### src/rtl/rgbfb_pkg.sv
// Shared types, codes and helpers for the RGB565 framebuffer blend store.
// No dependencies; rgbfb_ctrl, rgbfb_dp and the top level import this package.
`timescale 1ns / 1ps
`default_nettype none

package rgbfb_pkg;

   localparam int SCREEN_WIDTH_DEFAULT  = 160;
   localparam int SCREEN_HEIGHT_DEFAULT = 128;

   localparam logic [7:0] ALPHA_OPAQUE = 8'd255;

   // Request codes; code 3 is unused and answered as a no-op
   typedef enum logic [1:0] {
      REQ_WRITE = 2'd0,
      REQ_READ  = 2'd1,
      REQ_CLEAR = 2'd2
   } req_code_type;

   // Source of the result word
   typedef enum logic [1:0] {
      RSP_ZERO  = 2'd0,
      RSP_OFF   = 2'd1,
      RSP_READ  = 2'd2,
      RSP_COLOR = 2'd3
   } rsp_sel_type;

   typedef struct packed {
      logic [1:0]         req_type;
      logic signed [15:0] x_coord;
      logic signed [15:0] y_coord;
      logic [7:0]         red;
      logic [7:0]         green;
      logic [7:0]         blue;
      logic [7:0]         alpha;
   } req_payload_type;

   typedef struct packed {
      logic [15:0] pixel_value;
      logic        off_screen;
   } rsp_payload_type;

   // Controller to datapath
   typedef struct packed {
      logic        req_load;
      logic        addr_load;
      logic        ram_re;
      logic        mix_load;
      logic        ram_we_pixel;
      logic        clear_step;
      logic        rsp_load;
      rsp_sel_type rsp_sel;
   } dp_cmd_type;

   // Datapath to controller
   typedef struct packed {
      logic [1:0] req_kind;
      logic       on_screen;
      logic       opaque;
      logic       clear_last;
   } dp_stat_type;

   // floor(v / 255) for v below 64 * 255, used on blend sums up to 63 * 255
   function automatic logic [5:0] div255(input logic [13:0] v);
      logic [14:0] t;
      logic [14:0] s;
      t = 15'(v) + 15'd1;
      s = t + (t >> 8);
      return s[13:8];
   endfunction

endpackage

`default_nettype wire

### src/rtl/rgbfb_ctrl.sv
// Controller state machine: sequences one transaction at a time, the clear
// sweep after reset and on request, and the result register handshake.
// Depends on rgbfb_pkg.
`timescale 1ns / 1ps
`default_nettype none

module rgbfb_ctrl (
   input  wire logic              clock,
   input  wire logic              reset,
   input  wire logic              req_valid,
   output logic                   req_ready,
   output logic                   rsp_valid,
   input  wire logic              rsp_ready,
   output rgbfb_pkg::dp_cmd_type  cmd,
   input  wire rgbfb_pkg::dp_stat_type stat
);
   import rgbfb_pkg::*;

   typedef enum logic [8:0] {
      ST_INIT  = 9'b000000001,
      ST_IDLE  = 9'b000000010,
      ST_ADDR  = 9'b000000100,
      ST_FETCH = 9'b000001000,
      ST_MIX   = 9'b000010000,
      ST_WRITE = 9'b000100000,
      ST_RDONE = 9'b001000000,
      ST_CLEAR = 9'b010000000,
      ST_DONE  = 9'b100000000
   } state_type;

   state_type state_ff, state_in;
   logic      rsp_valid_ff, rsp_valid_in;
   logic      slot_free;

   assign slot_free = !rsp_valid_ff || rsp_ready;

   always_comb begin
      state_in  = state_ff;
      req_ready = 1'b0;
      cmd       = '0;
      cmd.rsp_sel = RSP_ZERO;
      case (state_ff)
         ST_INIT: begin
            cmd.clear_step = 1'b1;
            if (stat.clear_last) begin
               state_in = ST_IDLE;
            end
         end
         ST_IDLE: begin
            req_ready = 1'b1;
            if (req_valid) begin
               cmd.req_load = 1'b1;
               state_in     = ST_ADDR;
            end
         end
         ST_ADDR: begin
            cmd.addr_load = 1'b1;
            case (stat.req_kind)
               REQ_WRITE: begin
                  if (!stat.on_screen) begin
                     state_in = ST_DONE;
                  end else if (stat.opaque) begin
                     state_in = ST_WRITE;
                  end else begin
                     state_in = ST_FETCH;
                  end
               end
               REQ_READ: begin
                  state_in = stat.on_screen ? ST_FETCH : ST_DONE;
               end
               REQ_CLEAR: begin
                  state_in = ST_CLEAR;
               end
               default: begin
                  state_in = ST_DONE;
               end
            endcase
         end
         ST_FETCH: begin
            cmd.ram_re = 1'b1;
            state_in   = (stat.req_kind == REQ_READ) ? ST_RDONE : ST_MIX;
         end
         ST_MIX: begin
            cmd.mix_load = 1'b1;
            state_in     = ST_WRITE;
         end
         ST_WRITE: begin
            cmd.rsp_sel = RSP_COLOR;
            // write and publish together once the result slot is free
            if (slot_free) begin
               cmd.ram_we_pixel = 1'b1;
               cmd.rsp_load     = 1'b1;
               state_in         = ST_IDLE;
            end
         end
         ST_RDONE: begin
            cmd.rsp_sel = RSP_READ;
            if (slot_free) begin
               cmd.rsp_load = 1'b1;
               state_in     = ST_IDLE;
            end
         end
         ST_CLEAR: begin
            cmd.clear_step = 1'b1;
            if (stat.clear_last) begin
               state_in = ST_DONE;
            end
         end
         ST_DONE: begin
            // reads and writes land here only when off screen
            if (stat.req_kind == REQ_WRITE || stat.req_kind == REQ_READ) begin
               cmd.rsp_sel = RSP_OFF;
            end
            if (slot_free) begin
               cmd.rsp_load = 1'b1;
               state_in     = ST_IDLE;
            end
         end
         default: begin
            state_in = ST_INIT;
         end
      endcase
   end

   always_comb begin
      if (cmd.rsp_load) begin
         rsp_valid_in = 1'b1;
      end else if (rsp_ready) begin
         rsp_valid_in = 1'b0;
      end else begin
         rsp_valid_in = rsp_valid_ff;
      end
   end

   always_ff @(posedge clock) begin
      if (reset) begin
         state_ff     <= ST_INIT;
         rsp_valid_ff <= 1'b0;
      end else begin
         state_ff     <= state_in;
         rsp_valid_ff <= rsp_valid_in;
      end
   end

   assign rsp_valid = rsp_valid_ff;

endmodule

`default_nettype wire

### config.mk
export PLATFORM = sky130hd
export DESIGN_NAME = rgbfb_ctrl
export DESIGN_NICKNAME = d
export VERILOG_FILES = /design/src/rtl/rgbfb_pkg.sv /design/src/rtl/rgbfb_ctrl.sv
export SDC_FILE = /design/constraint.sdc
export NUM_CORES = 1
export LEC_CHECK = 0
export BUFFER_PORTS_ARGS = -buffer_cell sky130_fd_sc_hd__buf_2
export CAP_MARGIN = 20
export CORE_UTILIZATION = 50
export DETAILED_ROUTE_END_ITERATION = 10
export PLACE_DENSITY = 0.82
export SYNTH_ARGS = -nofsm -noshare
export SYNTH_HDL_FRONTEND = slang
export SYNTH_SLANG_ARGS = --single-unit
### constraint.sdc
create_clock -name clock -period 4.2 [get_ports clock]
set_input_delay 0.21 -clock clock [delete_from_list [all_inputs] [get_ports clock]]
set_output_delay 0.21 -clock clock [all_outputs]
set_load 0.05 [all_outputs]
==> impl_metrics.json, run 1 <==
{
  "run_status": "completed",
  "setup_viol": 0,
  "finalClockSkew_ns": 0.00444,
  "criticalPathCategory": "flop to output pin",
  "area_delta_synth_final_pct": 13.2,
  "synth_fa_ha_area_frac": 0,
  "yosysWarnings": 0,
  "largest_family_of_logic_cells_by_synthesized_area": "simple AND/OR/NAND/NOR gates",
  "synth_simple_gate_area_frac": 0.399,
  "switching_share": 0.447,
  "routedWlPerCell_um": 14.8,
  "cts_root_buffer": "clkbuf_4",
  "clk_latency_worst_skew_pair_ns": 0.27,
  "largest_net_degree_at_the_start_of_global_routing": 12,
  "report.final.hold_viol_count": 0,
  "placement_rows": 13,
  "path_clk_slew_ns": 0.06,
  "rsz0062_at_grt": "false",
  "synth_edf_count": 0,
  "global_route.overflow_total": 0,
  "die_height_um": 40.2,
  "layout.core_utilization": 0.618,
  "drive_above_1_share": 0.275,
  "max_cap_viols": 0,
  "die-area_um2": 1610,
  "post_cts.repair.setup_buffers": 0,
  "synth.distinct_cells": 40,
  "mappedNetlistNets": 96,
  "power_density_nw_per_um2": 424,
  "smallest_setup_slack_after_layout_ns": 1.95,
  "share_of_synthesized_registers_carrying_an_async_set_or_reset": 0,
  "gp_congestion": 0.777,
  "finalNonFillerCells": 117,
  "dominantRegCellSynth": "dfxtp_1",
  "crit_path_cell_trace": "nor3_2, nand2_1, nor4_1, buf_2",
  "die_w_um": 40.2,
  "postCtsResizedCells": 0,
  "drv_slew": 0,
  "layout_common_cells": "buf_2 (19), nor2_1 (10), dfxtp_1 (10)",
  "post-route-min-period_ns": 2.25,
  "via_count_of_the_first_global_routing_pass": 562,
  "cts_num_sinks": 10,
  "cpLargestDelayFamily": "simple AND/OR/NAND/NOR gates",
  "max-clock-path-buffers": 2,
  "worst_path_slowest_cell": "nor3_2",
  "dp_worst_setup_slack_ns": 2.29,
  "final_routed_wirelength_mm": 1.73,
  "intPower_mw": 0.193,
  "crit_arrival_ns": 2.04,
  "design_power_total_mw": 0.350,
  "fmaxAchievable_mhz": 444,
  "postSynthRegisterBits": 10,
  "vias": 755,
  "cell_area_after_synthesis_um2": 728,
  "xor_and_xnor_area_share_after_synthesis": 0.0481,
  "maximum_vdd_drop_uv": 197,
  "drt_pass1_iterations": 5,
  "crit_path_end_kind": "output pin",
  "post_synth_inst_count": 87,
  "detail_route.iter0.violations": 53,
  "final_net_count": 113,
  "worst_slew_pin_slew_ns": 0.425,
  "drt_drc_violations_left": 0,
  "core_area_um2": 1330,
  "synth_compound_area_frac": 0.208,
  "cts_tree": "yes",
  "mean_instance_size_in_the_synthesized_netlist_um2": 8.37,
  "path_max_fanout": 8,
  "final_common_cell": "buf_2",
  "dp.final_hpwl_mm": 1.29,
  "critical-path-max-stage-delay_ns": 0.43,
  "routed_via_density": 6.45,
  "critical_path_required_ns": 3.99,
  "grt_util_overall": 0.247,
  "initial_utilization": 0.546,
  "relSlewSlack": 0.715,
  "synth.mux.area_fraction": 0,
  "route.antenna.remaining_nets": 0,
  "cts-htree-levels": 1,
  "hold_path_class": "input port to flop",
  "total_leakage_power_nw": 0.332,
  "portion_of_the_post_synthesis_area_used_by_sequential_elements": 0.275,
  "numPlacedInstances": 114,
  "number_of_antenna_violations_at_the_first_check_in_global_routing": 0,
  "fin_crit_sh": 0.536,
  "timing.critical_path.buf_inv": 1,
  "power_frac_clock": 0.191,
  "power.combinational.fraction": 0.461,
  "cts_buffers": 3,
  "antennaDiodeCount": 0,
  "placement.io_buffers": 19,
  "critPathLaunchType": "flop",
  "grt_first_pass_wirelength_mm": 2.56,
  "pin_count": 20,
  "final.setup.tns_ns": 0,
  "pwr-share-seq": 0.349,
  "net-switching-power_mw": 0.156,
  "cts_hold_buffers": 0
}
## state kept, by name, indices dropped and copies added (netlist names)
| register | cells |
|---|---|
| state_ff | 9 |
| rsp_valid | 1 |
## worst register-to-register path, stage by stage (launching register included)
cell and delay (ns):
dfxtp_1 0.40, nor4_4 0.47, o2111ai_2 0.26, o211ai_2 0.41, o32a_1 0.22, nor2_1 0.04
## per-layer routing
metal	wire length [um]	share of wire	global-route usage	vias up
met5	0	0	0	-
met4	8	0.0046	0.0517	0
met3	149	0.086	0.0833	2
met2	839	0.49	0.440	44
met1	730	0.42	0.281	349
li1	-	-	-	360
## area by class of cell
type / count / area [um^2]
clock buffer: 3 / 22.5
fill: 127 / 509
inverter: 3 / 11.3
multi-input combinational: 67 / 477
sequential: 10 / 200
tap: 15 / 18.8
timing repair buffer: 19 / 95.1
## synth_stat cells (2+ instances only)
cell | instances | area [um^2]
a21oi_1 | 2 | 10.0
buf_2 | 2 | 10.0
clkbuf_1 | 3 | 11.3
dfxtp_1 | 10 | 200
inv_1 | 3 | 11.3
nand2_1 | 3 | 11.3
nand2b_1 | 5 | 31.3
nand3b_1 | 3 | 22.5
nor2_1 | 10 | 37.5
nor2b_1 | 3 | 18.8
nor3_1 | 3 | 15.0
nor4_1 | 4 | 25.0
o211ai_1 | 2 | 15.0
o21ai_0 | 4 | 20.0
o31a_1 | 2 | 17.5
o32a_1 | 2 | 20.0
xnor2_1 | 2 | 17.5
xor2_1 | 2 | 17.5
## per-stage QoR
step	hold slack, ns	area (um^2)
floorplan	0.391	728
global placement	0.522	802
detailed placement	0.522	802
CTS	0.244	825
global route	0.254	825
finish	0.245	825
## power by group through the flow
stage          Clock [mW]  Sequential, mW  Combinational [mW]
2_1_floorplan           0           0.118               0.128
4_1_cts            0.0676           0.121               0.159
3_5_place_dp            0           0.123               0.158
5_1_grt            0.0704           0.123               0.173
3_3_place_gp            0           0.123               0.152
6_report           0.0666           0.122               0.161
## kinds of logic after synthesis
kind of cell,after synthesis
xor gates and xnor gates,4
and+or+nand+nor,44
DFF,10
buffers and inverters,10
AOI/OAI and AO/OA,19
## path summary, 6_finish.rpt
kind,cells after the start,slack [ns],start,end
worst min register to register,2,0.56,rsp_valid$_SDFFE_PP0P_,rsp_valid$_SDFFE_PP0P_
worst max register to register,5,2.28,state_ff[1]$_SDFFE_PP0P_,state_ff[8]$_SDFFE_PP0P_
worst min-delay path,3,0.25,stat[2],state_ff[3]$_SDFFE_PP0P_
worst max-delay path,4,1.95,state_ff[5]$_SDFFE_PP0P_,cmd[5]
Power figures use the tool's default switching activity.
==> run 2: changes to the inputs <==
==> constraint.sdc (replaced) <==
create_clock -name clock -period 2.25 [get_ports clock]
set_input_delay 0.1125 -clock clock [delete_from_list [all_inputs] [get_ports clock]]
set_output_delay 0.1125 -clock clock [all_outputs]
set_load 0.05 [all_outputs]
==> impl_metrics.json, run 2 (same netlist as run 1, synthesis figures left out) <==
{
  "cts-htree-levels": 1,
  "cts_hold_buffers": 0,
  "grt_first_pass_wirelength_mm": 2.66,
  "regMostFlops": "state_ff",
  "max_ffs_per_register": 9,
  "vias": 723,
  "number_of_antenna_violations_at_the_first_check_in_global_routing": 0,
  "critical-path-max-stage-delay_ns": 0.44,
  "setup_viol": 0,
  "cts_num_sinks": 10,
  "fillCellCount": 116,
  "total_leakage_power_nw": 0.344,
  "path_clk_slew_ns": 0.07,
  "die_w_um": 40.2,
  "design_power_total_mw": 0.699,
  "report.final.hold_viol_count": 0,
  "drv_slew": 0,
  "drt_drc_violations_left": 0,
  "regToRegEndpoint": "state_ff[5]$_SDFFE_PP0P_",
  "fin_crit_sh": 0.893,
  "met1_length_um": 758,
  "intPower_mw": 0.398,
  "critical_path_required_ns": 2.14,
  "worst_slew_pin_slew_ns": 0.407,
  "cts_buffers": 3,
  "criticalPathCategory": "flop to output pin",
  "layout_common_cells": "buf_2 (19), dfxtp_1 (10), nor2_1 (9)",
  "core_area_um2": 1330,
  "path_max_fanout": 9,
  "hold_path_class": "input port to flop",
  "clk_latency_worst_skew_pair_ns": 0.28,
  "pin_count": 20,
  "r2r-start": "state_ff[2]$_SDFFE_PP0P_",
  "global_route.overflow_total": 0,
  "crit_path_end_kind": "output pin",
  "met2_length_um": 805,
  "worst_path_slowest_cell": "nor4_4",
  "gp_congestion": 0.858,
  "power.combinational.fraction": 0.430,
  "regArea_um2": 200,
  "drt_pass1_iterations": 4,
  "die-area_um2": 1610,
  "final_routed_wirelength_mm": 1.71,
  "dp.final_hpwl_mm": 1.31,
  "max_cap_viols": 0,
  "route.top_layer_used": "met4",
  "critPathLaunchType": "flop",
  "initial_utilization": 0.546,
  "routed_via_density": 6.13,
  "via_count_of_the_first_global_routing_pass": 608,
  "crit_path_cell_trace": "nor4_4, nand2_1, nor4_2, buf_2",
  "relSlewSlack": 0.729,
  "post-route-min-period_ns": 2.01,
  "crit_arrival_ns": 1.90,
  "antennaDiodeCount": 0,
  "route.met3.wl_um": 127,
  "final_common_cell": "buf_2",
  "largest_net_degree_at_the_start_of_global_routing": 12,
  "drive_above_1_share": 0.311,
  "cts_tree": "yes",
  "fmaxAchievable_mhz": 498,
  "grt_util_overall": 0.254,
  "max-clock-path-buffers": 2,
  "route.antenna.remaining_nets": 0,
  "final.setup.tns_ns": 0,
  "cts_root_buffer": "clkbuf_4",
  "pwr-share-seq": 0.329,
  "routedWlPerCell_um": 14.4,
  "multiInputGateArea_um2": 507,
  "net-switching-power_mw": 0.300,
  "crit_end": "cmd[4]",
  "worst_hold_slack_ns": 0.153,
  "place_area_um2": 826,
  "finalInstanceArea_um2": 868,
  "power_density_nw_per_um2": 805,
  "power_frac_clock": 0.241,
  "run_status": "completed",
  "placement_rows": 13,
  "die_height_um": 40.2,
  "r2r_setup_slack_ns": 0.37,
  "final_net_count": 113,
  "finalClockSkew_ns": 0.00235,
  "detail_route.iter0.violations": 34,
  "cp-startpoint": "state_ff[2]$_SDFFE_PP0P_",
  "rsz0062_at_grt": "false",
  "placement.io_buffers": 19,
  "layout.core_utilization": 0.651,
  "area_delta_synth_final_pct": 19.2,
  "maximum_vdd_drop_uv": 623,
  "switching_share": 0.430,
  "rr_worst_depth": 5,
  "post_cts.repair.setup_buffers": 0
}
## run 2: cell types whose count changed in the layout (fill, tap and decap cells not counted), sizes merged
cell and delta:
clkbuf +1
## run 2: power by group through the flow
stage,Combinational (mW),Sequential (mW),Clock [mW]
3_5_place_dp,0.299,0.233,0
6_report,0.301,0.230,0.168
4_1_cts,0.299,0.229,0.171
3_3_place_gp,0.293,0.233,0
2_1_floorplan,0.248,0.224,0
5_1_grt,0.325,0.233,0.181
## run 2: cell type report
class / instances / area share
multi-input cells: 67 / 0.584
flip-flops and latches: 10 / 0.231
repair buffers: 19 / 0.110
clock buffers: 4 / 0.0418
well taps: 15 / 0.0216
inverters: 3 / 0.0130
## run 2: metal layers
layer / vias to the layer above / track usage
li1: 358 / -
met1: 334 / 0.321
met2: 29 / 0.415
met3: 2 / 0.100
met4: 0 / 0.0259
met5: - / 0
## run 2: worst min-delay path by stage
stage	start	to	slack (ns)	cells past startpoint
2_1_floorplan	stat[2]	state_ff[3]$_SDFFE_PP0P_	0.29	2
3_5_place_dp	reset	state_ff[5]$_SDFFE_PP0P_	0.44	2
3_3_place_gp	stat[2]	state_ff[3]$_SDFFE_PP0P_	0.43	3
6_report	stat[2]	state_ff[3]$_SDFFE_PP0P_	0.15	3
4_1_cts	stat[2]	state_ff[3]$_SDFFE_PP0P_	0.14	3
5_1_grt	reset	state_ff[8]$_SDFFE_PP0P_	0.16	2
## run 2: critical path: cells and delay by family (launching register included)
kind	cells	cell delay [ns]
buf+inv	1	0.30
simple gates	3	0.90
flops	1	0.43
## run 2: per-stage QoR
stage,worst slack [ns],instances
after floorplan,0.0397,87
after global placement,0.433,114
after detailed placement,0.380,114
after CTS,0.176,118
after global routing,0.120,118
final,0.240,118
## run 2: timing repair
item                                    in CTS  in global routing
gates resized for setup                      0                  1
endpoints found under the hold margin        0                  0
endpoints found under the setup margin       0                  1
==> run 3: changes to the inputs <==
--- a/config.mk
+++ b/config.mk
@@ -7,6 +7,7 @@
 export LEC_CHECK = 0
 export BUFFER_PORTS_ARGS = -buffer_cell sky130_fd_sc_hd__buf_2
 export CAP_MARGIN = 20
+export CORE_ASPECT_RATIO = 1.1
 export CORE_UTILIZATION = 50
 export DETAILED_ROUTE_END_ITERATION = 10
 export PLACE_DENSITY = 0.82
==> impl_metrics.json, run 3 (same netlist as run 1, synthesis figures left out) <==
{
  "run_status": "completed",
  "smallest_setup_slack_after_layout_ns": 0.168,
  "report.final.hold_viol_count": 0,
  "grt_util_met3": 0.0479,
  "post-route-min-period_ns": 2.08,
  "crit_path_end_kind": "output pin",
  "crit_arrival_ns": 1.97,
  "timing.critical_path.buf_inv": 1,
  "placement.io_buffers": 19,
  "grt_first_pass_wirelength_mm": 2.67,
  "total_leakage_power_nw": 0.333,
  "crit_path_cell_trace": "nor4_4, nand2_1, nor4_2, buf_2",
  "global_route.overflow_total": 0,
  "maximum_vdd_drop_uv": 544,
  "cts_tree": "yes",
  "relSlewSlack": 0.734,
  "critical-path-max-stage-delay_ns": 0.44,
  "die-area_um2": 1610,
  "grt_use_met1": 0.337,
  "core_area_um2": 1370,
  "route.antenna.remaining_nets": 0,
  "critical_path_required_ns": 2.14,
  "dp_worst_setup_slack_ns": 0.429,
  "drv_slew": 0,
  "final_net_count": 113,
  "detail_route.iter0.violations": 16,
  "routed_via_density": 6.14,
  "drt_pass1_iterations": 6,
  "use_met2": 0.312,
  "post_cts.repair.setup_buffers": 0,
  "fmaxAchievable_mhz": 480,
  "grt_util_overall": 0.239,
  "setup_viol": 0,
  "hold_path_class": "input port to flop",
  "largest_net_degree_at_the_start_of_global_routing": 12,
  "numPlacedInstances": 115,
  "area_delta_synth_final_pct": 16.7,
  "path_clk_slew_ns": 0.06,
  "number_of_antenna_violations_at_the_first_check_in_global_routing": 0,
  "max-clock-path-buffers": 2,
  "finalNonFillerCells": 118,
  "initial_utilization": 0.533,
  "max_cap_viols": 0,
  "final_routed_wirelength_mm": 1.72,
  "die_w_um": 38.4,
  "vias": 724,
  "drive_above_1_share": 0.304,
  "rsz0062_at_grt": "false",
  "cts_buffers": 3,
  "grt_most_used_layer": "met1",
  "routedWlPerCell_um": 14.6,
  "cts_hold_buffers": 0,
  "die_height_um": 42.0,
  "final_common_cell": "buf_2",
  "cpLargestDelayFamily": "simple AND/OR/NAND/NOR gates",
  "cts_root_buffer": "clkbuf_4",
  "antennaDiodeCount": 0,
  "finalClockSkew_ns": 0.00162,
  "power_density_nw_per_um2": 772,
  "gp_congestion": 0.840,
  "layout_common_cells": "buf_2 (19), dfxtp_1 (10), nor2_1 (9)",
  "regMostFlops": "state_ff",
  "pin_count": 20,
  "via_count_of_the_first_global_routing_pass": 624,
  "fin_crit_sh": 0.925,
  "criticalPathCategory": "flop to output pin",
  "clk_latency_worst_skew_pair_ns": 0.27,
  "dp.final_hpwl_mm": 1.23,
  "path_max_fanout": 9,
  "postCtsResizedCells": 0,
  "worst_path_slowest_cell": "nor4_4",
  "final.setup.tns_ns": 0,
  "drt_drc_violations_left": 0,
  "placement_rows": 14,
  "critPathLaunchType": "flop",
  "worst_slew_pin_slew_ns": 0.397,
  "cts_num_sinks": 10,
  "cts-htree-levels": 1,
  "max_ffs_per_register": 9
}
-- run 3: cell count changes in the layout (fill, tap and decap cells not counted) --
cell and change:
clkbuf_8 -1, nor3_2 +1, nor3_4 -1
-- run 3: cell type report --
| cell class | instances | area, um^2 |
|---|---|---|
| fill | 126 | 517 |
| multi-input combinational | 67 | 500 |
| sequential | 10 | 200 |
| timing repair buffer | 19 | 95.1 |
| clock buffer | 3 | 22.5 |
| tap | 16 | 20.0 |
| inverter | 3 | 11.3 |
-- run 3: metrics by stage --
stage	hold slack, ns	instance area (um^2)	power (mW)	utilization
floorplan	0.294	752	0.471	-
global placement	0.426	827	0.527	0.605
detailed placement	0.425	827	0.531	0.605
CTS	0.141	850	0.657	0.622
global route	0.148	850	0.699	0.622
finish	0.155	850	0.656	0.622
-- run 3: worst paths after layout --
| kind | from | end | slack (ns) | cells past startpoint |
|---|---|---|---|---|
| setup / recovery | state_ff[2]$_SDFFE_PP0P_ | cmd[4] | 0.17 | 4 |
| hold / removal | stat[3] | state_ff[7]$_SDFFE_PP0P_ | 0.16 | 3 |
| setup reg to reg | state_ff[2]$_SDFFE_PP0P_ | state_ff[8]$_SDFFE_PP0P_ | 0.39 | 5 |
| hold reg to reg | rsp_valid$_SDFFE_PP0P_ | rsp_valid$_SDFFE_PP0P_ | 0.57 | 2 |
-- run 3: tightest hold or removal path: cells and delay by family --
kind / cells / cell delay, ns
compound gates: 1 / 0.13
buf+inv: 1 / 0.11
simple gates: 1 / 0.03
-- run 3: layer usage --
metal | vias to the layer above | wire length [um]
met1 | 333 | 826
li1 | 354 | -
met3 | 7 | 74
met2 | 30 | 760
met4 | 0 | 58
met5 | - | 0
-- run 3: where the power goes --
part / internal, mW / switching, mW
sequential: 0.193 / 0.0376
combinational: 0.107 / 0.193
clock: 0.0620 / 0.0631
